File: src/design/ffbt_pkg.sv
// Package for the first-fit boundary-tag allocator.
// Holds arena geometry, tag codes, sequencer types and the interface structs.
// No dependencies.
`default_nettype none

package ffbt_pkg;

    localparam int unsigned ARENA_AW    = 8;
    localparam int unsigned ARENA_BYTES = 2 ** ARENA_AW;
    localparam int unsigned DATA_W      = 8;
    localparam int unsigned TAG_BYTES   = 4;
    localparam int unsigned SPLIT_MIN   = 6;
    localparam int unsigned MAX_REQ     = ARENA_BYTES - TAG_BYTES;
    localparam int unsigned SUM_W       = ARENA_AW + 2;

    localparam logic [DATA_W-1:0] ST_FREE = DATA_W'(0);
    localparam logic [DATA_W-1:0] ST_USED = DATA_W'(1);

    localparam logic OP_ALLOC   = 1'b0;
    localparam logic OP_RELEASE = 1'b1;

    typedef enum logic [5:0] {
        S_IDLE  = 6'b000001,
        S_RD_SZ = 6'b000010,
        S_CHK   = 6'b000100,
        S_REL   = 6'b001000,
        S_WR    = 6'b010000,
        S_DONE  = 6'b100000
    } t_state;

    typedef enum logic [1:0] {
        M_NOSPLIT = 2'd0,
        M_SPLIT   = 2'd1,
        M_REL     = 2'd2
    } t_mode;

    typedef struct packed {
        logic [ARENA_AW-1:0] rd_addr;
        logic                wr_en;
        logic [ARENA_AW-1:0] wr_addr;
        logic [DATA_W-1:0]   wr_data;
    } t_mem_req;

    typedef struct packed {
        logic              valid;
        logic              granted;
        logic [DATA_W-1:0] offset;
    } t_result;

    function automatic logic [DATA_W-1:0] rst_byte(input logic [ARENA_AW-1:0] a);
        logic [DATA_W-1:0] v;
        v = ST_FREE;
        if (a == ARENA_AW'(1) || a == ARENA_AW'(ARENA_BYTES - 2)) begin
            v = DATA_W'(ARENA_BYTES - TAG_BYTES);
        end
        return v;
    endfunction

endpackage

`default_nettype wire

File: src/design/first_fit_boundary_tag_allocator.sv
// Top level of the first-fit boundary-tag allocator: handshakes and result register.
// Instantiates ffbt_seq and ffbt_arena; depends on ffbt_pkg.
//
// Each input word is an allocate or a release over a 256-byte arena that comes out of
// reset as one free block with a 252-byte payload. An allocate of too large a size is
// refused without a walk. Otherwise it starts, reads each block header visited (status
// read, then size read through the single arena read port and the shared address adder),
// then makes 2 tag writes for a whole-block grant or 7 for a split, and hands over the
// result. The block takes one word at a time and is ready again as soon as its result
// has moved into the output register.
`default_nettype none

module first_fit_boundary_tag_allocator
    import ffbt_pkg::*;
(
    input  wire logic              i_clk,
    input  wire logic              i_rst_n,
    input  wire logic              i_valid,
    output logic                   o_ready,
    input  wire logic              i_op,
    input  wire logic [DATA_W-1:0] i_request_size,
    input  wire logic [DATA_W-1:0] i_payload_offset,
    output logic                   o_valid,
    input  wire logic              i_ready,
    output logic                   o_granted,
    output logic [DATA_W-1:0]      o_result_offset
);

    t_mem_req          w_mem;
    t_result           w_done;
    logic [DATA_W-1:0] w_rdata;
    logic              w_idle;
    logic              w_out_free;
    logic              r_out_valid;
    logic              r_granted;
    logic [DATA_W-1:0] r_offset;

    assign w_out_free = !r_out_valid || i_ready;

    ffbt_seq u_seq (
        .i_clk      (i_clk),
        .i_rst_n    (i_rst_n),
        .i_start    (i_valid && w_idle),
        .i_op       (i_op),
        .i_req      (i_request_size),
        .i_off      (ARENA_AW'(i_payload_offset)),
        .i_rdata    (w_rdata),
        .i_out_free (w_out_free),
        .o_idle     (w_idle),
        .o_mem      (w_mem),
        .o_done     (w_done)
    );

    ffbt_arena u_arena (
        .i_clk   (i_clk),
        .i_rst_n (i_rst_n),
        .i_mem   (w_mem),
        .o_rdata (w_rdata)
    );

    always_ff @(posedge i_clk) begin
        if (!i_rst_n) begin
            r_out_valid <= 1'b0;
        end else if (w_out_free) begin
            r_out_valid <= w_done.valid;
        end
    end

    always_ff @(posedge i_clk) begin
        if (w_out_free && w_done.valid) begin
            r_granted <= w_done.granted;
            r_offset  <= w_done.offset;
        end
    end

    assign o_ready         = w_idle;
    assign o_valid         = r_out_valid;
    assign o_granted       = r_granted;
    assign o_result_offset = r_offset;

`ifndef SYNTHESIS
    a_idle_not_done: assert property (@(posedge i_clk) disable iff (!i_rst_n)
        !(w_idle && w_done.valid))
        else $error("Sequencer idle while a result is pending.");

    a_busy_after_accept: assert property (@(posedge i_clk) disable iff (!i_rst_n)
        (i_valid && o_ready) |=> !o_ready)
        else $error("Ready did not drop after an accepted word.");

    a_fail_offset_zero: assert property (@(posedge i_clk) disable iff (!i_rst_n)
        (w_done.valid && !w_done.granted) |-> (w_done.offset == '0))
        else $error("Refused allocation carries a nonzero offset.");

    a_no_write_when_idle: assert property (@(posedge i_clk) disable iff (!i_rst_n)
        w_idle |-> !w_mem.wr_en)
        else $error("Arena written while the sequencer is idle.");
`endif

endmodule

`default_nettype wire

File: src/design/ffbt_arena.sv
// Arena byte store: one write port and one registered read port.
// Per-byte valid bits make unwritten bytes read as the reset image.
// Depends on ffbt_pkg.
`default_nettype none

module ffbt_arena
    import ffbt_pkg::*;
(
    input  wire logic              i_clk,
    input  wire logic              i_rst_n,
    input  wire t_mem_req          i_mem,
    output logic [DATA_W-1:0]      o_rdata
);

    logic [DATA_W-1:0]      r_mem [ARENA_BYTES];
    logic [ARENA_BYTES-1:0] r_vld;
    logic [DATA_W-1:0]      r_mem_q;
    logic [DATA_W-1:0]      r_rst_q;
    logic                   r_vld_q;

    always_ff @(posedge i_clk) begin
        if (i_mem.wr_en) begin
            r_mem[i_mem.wr_addr] <= i_mem.wr_data;
        end
        r_mem_q <= r_mem[i_mem.rd_addr];
        r_rst_q <= rst_byte(i_mem.rd_addr);
        r_vld_q <= r_vld[i_mem.rd_addr];
    end

    always_ff @(posedge i_clk) begin
        if (!i_rst_n) begin
            r_vld <= '0;
        end else if (i_mem.wr_en) begin
            r_vld[i_mem.wr_addr] <= 1'b1;
        end
    end

    assign o_rdata = r_vld_q ? r_mem_q : r_rst_q;

endmodule

`default_nettype wire

File: src/design/ffbt_seq.sv
// Sequencer for the allocator: walks block tags and issues tag writes,
// with one shared address adder for the tag walk and the tag writes. Depends on ffbt_pkg.
`default_nettype none

module ffbt_seq
    import ffbt_pkg::*;
(
    input  wire logic                i_clk,
    input  wire logic                i_rst_n,
    input  wire logic                i_start,
    input  wire logic                i_op,
    input  wire logic [DATA_W-1:0]   i_req,
    input  wire logic [ARENA_AW-1:0] i_off,
    input  wire logic [DATA_W-1:0]   i_rdata,
    input  wire logic                i_out_free,
    output logic                     o_idle,
    output t_mem_req                 o_mem,
    output t_result                  o_done
);

    t_state              r_state, n_state;
    t_mode               r_mode, n_mode;
    logic [ARENA_AW-1:0] r_blk, n_blk;
    logic [DATA_W-1:0]   r_req, n_req;
    logic [DATA_W-1:0]   r_size, n_size;
    logic                r_free, n_free;
    logic [2:0]          r_wstep, n_wstep;
    logic                r_gnt, n_gnt;
    logic [DATA_W-1:0]   r_res, n_res;

    logic [SUM_W-1:0]    w_op_b;
    logic [SUM_W-1:0]    w_sum;
    logic [ARENA_AW-1:0] w_woff;
    logic [DATA_W-1:0]   w_wdata;
    logic                w_last;
    logic [DATA_W-1:0]   w_rest;

    assign w_rest = r_size - r_req - DATA_W'(TAG_BYTES);

    always_comb begin
        w_woff  = '0;
        w_wdata = ST_USED;
        w_last  = 1'b0;
        case (r_mode)
            M_NOSPLIT: begin
                if (r_wstep == 3'd0) begin
                    w_woff = '0;
                end else begin
                    w_woff = ARENA_AW'(r_size + DATA_W'(3));
                    w_last = 1'b1;
                end
            end
            M_REL: begin
                w_wdata = ST_FREE;
                if (r_wstep == 3'd0) begin
                    w_woff = ARENA_AW'(ARENA_BYTES - 2);
                end else begin
                    w_woff = ARENA_AW'(r_size + DATA_W'(1));
                    w_last = 1'b1;
                end
            end
            M_SPLIT: begin
                case (r_wstep)
                    3'd0: begin
                        w_woff  = '0;
                        w_wdata = ST_USED;
                    end
                    3'd1: begin
                        w_woff  = ARENA_AW'(1);
                        w_wdata = r_req;
                    end
                    3'd2: begin
                        w_woff  = ARENA_AW'(r_req + DATA_W'(2));
                        w_wdata = r_req;
                    end
                    3'd3: begin
                        w_woff  = ARENA_AW'(r_req + DATA_W'(3));
                        w_wdata = ST_USED;
                    end
                    3'd4: begin
                        w_woff  = ARENA_AW'(r_req + DATA_W'(4));
                        w_wdata = ST_FREE;
                    end
                    3'd5: begin
                        w_woff  = ARENA_AW'(r_req + DATA_W'(5));
                        w_wdata = w_rest;
                    end
                    default: begin
                        w_woff  = ARENA_AW'(r_size + DATA_W'(2));
                        w_wdata = w_rest;
                        w_last  = 1'b1;
                    end
                endcase
            end
            default: begin
                w_last = 1'b1;
            end
        endcase
    end

    always_comb begin
        case (r_state)
            S_RD_SZ: w_op_b = SUM_W'(1);
            S_CHK:   w_op_b = SUM_W'(i_rdata) + SUM_W'(TAG_BYTES);
            S_WR:    w_op_b = SUM_W'(w_woff);
            default: w_op_b = '0;
        endcase
    end

    assign w_sum = SUM_W'(r_blk) + w_op_b;

    always_comb begin
        o_mem.wr_en   = (r_state == S_WR);
        o_mem.wr_addr = w_sum[ARENA_AW-1:0];
        o_mem.wr_data = w_wdata;
        case (r_state)
            S_IDLE:  o_mem.rd_addr = (i_op == OP_ALLOC) ? '0 : i_off - ARENA_AW'(1);
            S_RD_SZ: o_mem.rd_addr = w_sum[ARENA_AW-1:0];
            S_CHK:   o_mem.rd_addr = w_sum[ARENA_AW-1:0];
            default: o_mem.rd_addr = '0;
        endcase
    end

    always_comb begin
        n_state = r_state;
        n_mode  = r_mode;
        n_blk   = r_blk;
        n_req   = r_req;
        n_size  = r_size;
        n_free  = r_free;
        n_wstep = r_wstep;
        n_gnt   = r_gnt;
        n_res   = r_res;
        case (r_state)
            S_IDLE: begin
                if (i_start) begin
                    n_req = i_req;
                    if (i_op == OP_ALLOC) begin
                        n_blk = '0;
                        if (i_req > DATA_W'(MAX_REQ)) begin
                            n_gnt   = 1'b0;
                            n_res   = '0;
                            n_state = S_DONE;
                        end else begin
                            n_state = S_RD_SZ;
                        end
                    end else begin
                        n_blk   = i_off;
                        n_mode  = M_REL;
                        n_state = S_REL;
                    end
                end
            end
            S_RD_SZ: begin
                n_free  = (i_rdata == ST_FREE);
                n_state = S_CHK;
            end
            S_CHK: begin
                n_size = i_rdata;
                if (r_free && (i_rdata >= r_req)) begin
                    n_mode  = ((i_rdata - r_req) >= DATA_W'(SPLIT_MIN)) ? M_SPLIT : M_NOSPLIT;
                    n_wstep = '0;
                    n_state = S_WR;
                end else if (w_sum[SUM_W-1:ARENA_AW] != '0) begin
                    n_gnt   = 1'b0;
                    n_res   = '0;
                    n_state = S_DONE;
                end else begin
                    n_blk   = w_sum[ARENA_AW-1:0];
                    n_state = S_RD_SZ;
                end
            end
            S_REL: begin
                n_size  = i_rdata;
                n_wstep = '0;
                n_state = S_WR;
            end
            S_WR: begin
                if (w_last) begin
                    n_gnt   = 1'b1;
                    n_res   = (r_mode == M_REL) ? '0 : DATA_W'(r_blk + ARENA_AW'(2));
                    n_state = S_DONE;
                end else begin
                    n_wstep = r_wstep + 3'd1;
                end
            end
            S_DONE: begin
                if (i_out_free) begin
                    n_state = S_IDLE;
                end
            end
            default: begin
                n_state = S_IDLE;
            end
        endcase
    end

    always_ff @(posedge i_clk) begin
        if (!i_rst_n) begin
            r_state <= S_IDLE;
        end else begin
            r_state <= n_state;
        end
    end

    always_ff @(posedge i_clk) begin
        r_mode  <= n_mode;
        r_blk   <= n_blk;
        r_req   <= n_req;
        r_size  <= n_size;
        r_free  <= n_free;
        r_wstep <= n_wstep;
        r_gnt   <= n_gnt;
        r_res   <= n_res;
    end

    assign o_idle         = (r_state == S_IDLE);
    assign o_done.valid   = (r_state == S_DONE);
    assign o_done.granted = r_gnt;
    assign o_done.offset  = r_res;

endmodule

`default_nettype wire

File: config.mk
export PLATFORM = sky130hd
export DESIGN_NAME = first_fit_boundary_tag_allocator
export DESIGN_NICKNAME = d
export VERILOG_FILES = /design/src/design/ffbt_pkg.sv /design/src/design/first_fit_boundary_tag_allocator.sv /design/src/design/ffbt_arena.sv /design/src/design/ffbt_seq.sv
export SDC_FILE = /design/constraint.sdc
export NUM_CORES = 2
export LEC_CHECK = 0
export BUFFER_PORTS_ARGS = -buffer_cell sky130_fd_sc_hd__buf_2
export CELL_PAD_IN_SITES_DETAIL_PLACEMENT = 1
export CELL_PAD_IN_SITES_GLOBAL_PLACEMENT = 2
export CORE_MARGIN = 2
export CORE_UTILIZATION = 50
export CTS_BUF_LIST = sky130_fd_sc_hd__clkbuf_4 sky130_fd_sc_hd__clkbuf_8 sky130_fd_sc_hd__clkbuf_16
export DETAILED_ROUTE_END_ITERATION = 10
export HOLD_SLACK_MARGIN = 0.15
export PLACE_DENSITY_LB_ADDON = 0.1
export SYNTH_ARGS = -nofsm -noshare
export SYNTH_HDL_FRONTEND = slang
export SYNTH_HIERARCHICAL = 1
export SYNTH_SLANG_ARGS = --single-unit
File: constraint.sdc
create_clock -name i_clk -period 18.5 [get_ports i_clk]
set_clock_uncertainty 0.1 [all_clocks]
set_input_delay 0.925 -clock i_clk [delete_from_list [all_inputs] [get_ports i_clk]]
set_output_delay 0.925 -clock i_clk [all_outputs]
set_load 0.05 [all_outputs]
# Yosys cells after proc, flatten, opt, wreduce, memory -nomap -nowiden
# Memories as Yosys holds them, arrays and structs flattened. A register that Yosys moved wholly into a read port is not among the register bits.
# Cells that the tools add are included.
# totals
reg_bits,320
wordCells,146
in_bits,21
mem_count,1
out_inout_bits,11
mem_bits_rw,2048
# op_classes
mux,56
addsub,15
bitwise_logic,1
n_reduce_logical,26
magnitude_cmp,6
eq_ne,26
# mem_list
name,words,word_bits,read_ports,rd_ports_with_merged_regs,wr,line,source
u_arena.r_mem,256,8,1,1,1,ffbt_arena.sv:15,logic [DATA_W-1:0] r_mem [ARENA_BYTES];
# ops
operator,n
$or A256 B256 Y256,1
$mux W8,16
$pmux W8 S3,3
$pmux W8 S2,3
$pmux W8 S6,1
$mux W6,7
$add A8 B2 Y8 const B,5
$pmux W6 S6,1
$pmux W10 S3,1
$lt A8 B9 Y1 const B,2
$add A8 B3 Y8 const B,2
$sub A8 B8 Y8,2
$mux W1,13
$ne A2 B2 Y1 const B,6
$add A8 B10 Y10,1
$ne A2 B1 Y1 const B,5
$reduce_or A2 Y1,5
$add A8 B3 Y9 const B,1
$pmux W3 S3,1
$add A8 B1 Y8 const B,1
$bmux W1 S8,1
$demux W1 S8,1
$eq A8 B1 Y1 const B,1
$eq A8 B8 Y1 const B,1
other kinds (36),49

# Longest topological paths before layout
# logic_depth
depth_word,10
mapped_depth,26
mapped_depth_nobuf,24

# Hierarchy
# The synthesis kept the hierarchy.
# by_module_without_submodules
module,seq_area_each_um2,cells_each,area_each_um2,n_inst
ffbt_arena,66824.1,4319,87984.4,1
ffbt_seq,1291.2,545,4570.6,1
first_fit_boundary_tag_allocator,290.3,15,334.1,1

# Worst setup path before layout
# OpenSTA, ideal clock, no wires.
# synth_timing
path_kind,register to register
from,register u_seq.r_req[1]
to,"memory u_arena.r_mem[0][7], data pin"
stages_incl_launch_ff,12
setup_ns,2.312
t_arrival_ns,12.621
setup_slack_ns,3.468
path_cell_list,edfxtp_1 > inv_1 > ha_1 > ha_1 > inv_1 > fa_1 > nor2b_1 > o31ai_1 > a21boi_0 > o21a_1 > or3_1 > a221oi_1
# synth_lines
item,line,source
"start, declared",ffbt_seq.sv:24,"logic [DATA_W-1:0] r_req, n_req;"
"start signal, assigned",ffbt_seq.sv:209,r_req <= n_req;
"end, declared",ffbt_arena.sv:15,

==> results.json <==
{
  "reg2reg_to": "u_arena/r_mem_q[3]$_DFF_P_",
  "cts_resized": 0,
  "slew_violations": 0,
  "yosysTopAreaCell": "edfxtp_1",
  "antenna_left": 0,
  "synth_area_leaders": "edfxtp_1 (68%), mux4_2 (14%), dfxtp_1 (5.9%)",
  "seqCellArea_um2": 68400,
  "crit-reg2reg-launch": "u_seq/r_wstep[1]$_SDFFCE_PN0P_",
  "cp-start-kind": "register",
  "drive_gt1_share_pct": 23.0,
  "coreArea_um2": 185000,
  "routed-via-count": 48713,
  "yosysMostFrequentCell": "edfxtp_1",
  "crit_type": "reg -> reg",
  "worst_pin_slew_ps": 1470,
  "hp-class": "in -> reg",
  "routed_wl_um": 256000,
  "cp.required_ps": 19140,
  "area_growth_pct": 12.0,
  "grt_max_degree": 211,
  "hold_buffers": 8,
  "h-tree-depth": 4,
  "clk_pin_slew_ps": 60,
  "final_cells": 7659,
  "antenna_found_initial": 7,
  "max_freq_mhz": 109,
  "cts_buffers": 237,
  "leakage_nw": 32.5,
  "total_power_w": 0.0139,
  "yosysSeqAreaShare_pct": 73.6,
  "placed_cells": 7193,
  "track_usage_pct": 27.1,
  "post-cts-setup-buffer-count": 0,
  "yosys.cell_types.count": 79,
  "overflow": 0,
  "crit_start": "u_seq/r_wstep[1]$_SDFFCE_PN0P_",
  "wl_per_cell_um": 33.4,
  "path_max_fanout": 44,
  "grt_pass1_wl_um": 370000,
  "cp-end-kind": "register",
  "syn_area_um2": 92900,
  "tritoncts": "done",
  "die_area_um2": 189000,
  "rsz0062_at_grt": "false",
  "ir_drop_v": 0.000118,
  "clock_path_buffers": 3,
  "holdPathEnd": "o_valid$_SDFFE_PN0P_",
  "dpl.hpwl_um": 154000,
  "die_y_um": 435,
  "hold_start": "i_ready",
  "syn_avg_cell_area_um2": 19.0,
  "hold_depth": 3,
  "slew_headroom_pct": 0.762,
  "drc": 0,
  "multi_input_area_um2": 23100,
  "syn_inst": 4879,
  "async_flop_share_pct": 0,
  "die_w_um": 435,
  "period_needed_ps": 9140,
  "r2r_slack_ps": 9360,
  "rows": 158,
  "setup_viol": 0,
  "grt_pass1_vias": 50341,
  "p_per_area_nw_per_um2": 134,
  "place_congestion": 0.819,
  "synth_seq_cells": 2369,
  "hold_violations": 0,
  "tns_ps": 0,
  "io_buffers": 31,
  "placed_cell_area_um2": 96000,
  "via_per_inst": 6.36,
  "maxCapViolations": 2,
  "outcome": "finished, violations left",
  "finalCritPeriodShare_pct": 49.4,
  "initial_utilization_pct": 50.2,
  "ios": 32,
  "crit_arrival_ps": 9790,
  "clk_latency_ps": 870,
  "synth_edf_count": 2096,
  "violations": "max-capacitance violations",
  "synth_commonest_cells": "edfxtp_1 (2096), mux4_2 (572), nor2_1 (313), dfxtp_1 (273), o21a_1 (264)",
  "cts_root_buf": "clkbuf_16",
  "nNetsFinal": 5033,
  "yosys_warnings": 6,
  "synth_top_area_share_pct": 67.8,
  "clock-sinks": 2369,
  "synth_nets": 4952,
  "drt_pass1_iterations": 6,
  "ff2ff_path_depth": 19,
  "stdcell_area_um2": 104000,
  "fillers": 16060,
  "drt_iter0_drc": 5181,
  "ys.flop_type": "edfxtp_1"
}
-- worst max path at each step --
stage,to,slack [ps],cells past startpoint
6_report,u_arena/r_mem_q[3]$_DFF_P_,9360,19
3_3_place_gp,u_arena/r_mem_q[4]$_DFF_P_,9360,19
2_1_floorplan,u_arena/r_mem[0][7]$_DFFE_PP_,3470,11
3_5_place_dp,u_arena/r_mem_q[3]$_DFF_P_,9420,19
4_1_cts,u_arena/r_mem_q[3]$_DFF_P_,9410,19
5_1_grt,u_arena/r_mem_q[3]$_DFF_P_,8870,19
-- cell type report --
type / count / share of cell area, %
Sequential cell: 2369 / 65.7
Clock buffer: 322 / 6.46
Clock inverter: 132 / 1.21
Antenna cell: 4 / 0.00962
Multi-Input combinational cell: 2137 / 22.2
Timing Repair Buffer: 144 / 1.11
Inverter: 71 / 0.256
Tap cell: 2480 / 2.98
-- cells by family after synthesis --
group,Yosys count,synth area share (%)
XOR/XNOR,43,0.405
AND/OR/NAND/NOR,603,2.96
buffers and inverters,373,1.76
multiplexers,600,14.2
adder cells (fa/ha/maj),52,0.733
AO/OA/AOI/OAI,839,6.32
flip-flops,2369,73.6
-- per-layer routing --
metal	vias up	share of wire [%]	track usage, %
met1	26651	43	39.8
li1	20176	-	-
met2	1558	48	42.6
met5	-	0.0051	0
met3	326	5.8	3.89
met4	2	2.5	7.76
-- metrics by stage --
stage	hold WS (ps)	utilization, %	worst slack (ps)
floorplan	300	-	3470
global placement	308	51.9	9360
detailed placement	306	51.9	9420
CTS	212	56.2	9410
global route	251	56.2	8870
finish	276	56.2	9360
-- cells in the final DEF (no fill, tap or decap), drive strengths merged, types with 7 or more instances in the layout --
cell	instances
nor2	313
clkinv	102
a211oi	7
or2	9
a221oi	9
ha	48
mux4	572
o22ai	36
dfxtp	273
bufinv	19
nand4	15
nand3	52
buf	136
nand2	86
nor4	35
clkinvlp	8
dlygate4sd3	8
mux2i	22
a21oi	145
clkbuf	322
a22oi	251
inv	74
and3	12
o31ai	9
edfxtp	2096
xor2	19
nand2b	11
and2	8
o21a	264
nor2b	20
a21o	8
o21ai	40
xnor2	24
a31oi	9
o211ai	9
nor3	16
-- sequential cells by signal, indices dropped and copies added, names as in the netlist, 2 cells and up --
register and cells:
o_result_offset 8, u_arena/r_mem 2048, u_arena/r_mem_q 8, u_arena/r_vld 256, u_seq/r_blk 8, u_seq/r_mode 2
u_seq/r_req 8, u_seq/r_res 8, u_seq/r_size 8, u_seq/r_state 6, u_seq/r_wstep 3
-- worst max-delay path, cell delays in order, from the launching register on --
cell and delay (ps):
edfxtp_1 440, inv_1 150, ha_1 280, mux2i_1 530, a211oi_1 170, a221oi_1 270, o32ai_1 180, a221o_1 350
ha_1 570, inv_1 150, o22ai_4 160, buf_4 680, buf_4 700, buf_4 830, mux4_2 600, a22oi_1 370
a21oi_1 230, nor4_1 1180, o22ai_1 520, or2_1 380
-- power by group --
part	internal [W]	leakage (nW)	switching, W
combinational	0.00111	7.32	0.00197
sequential	0.00593	21.2	0.0000473
clock	0.00282	4.02	0.00203
total	0.00985	32.5	0.00405
No activity file was read; power rests on OpenSTA's default activity.
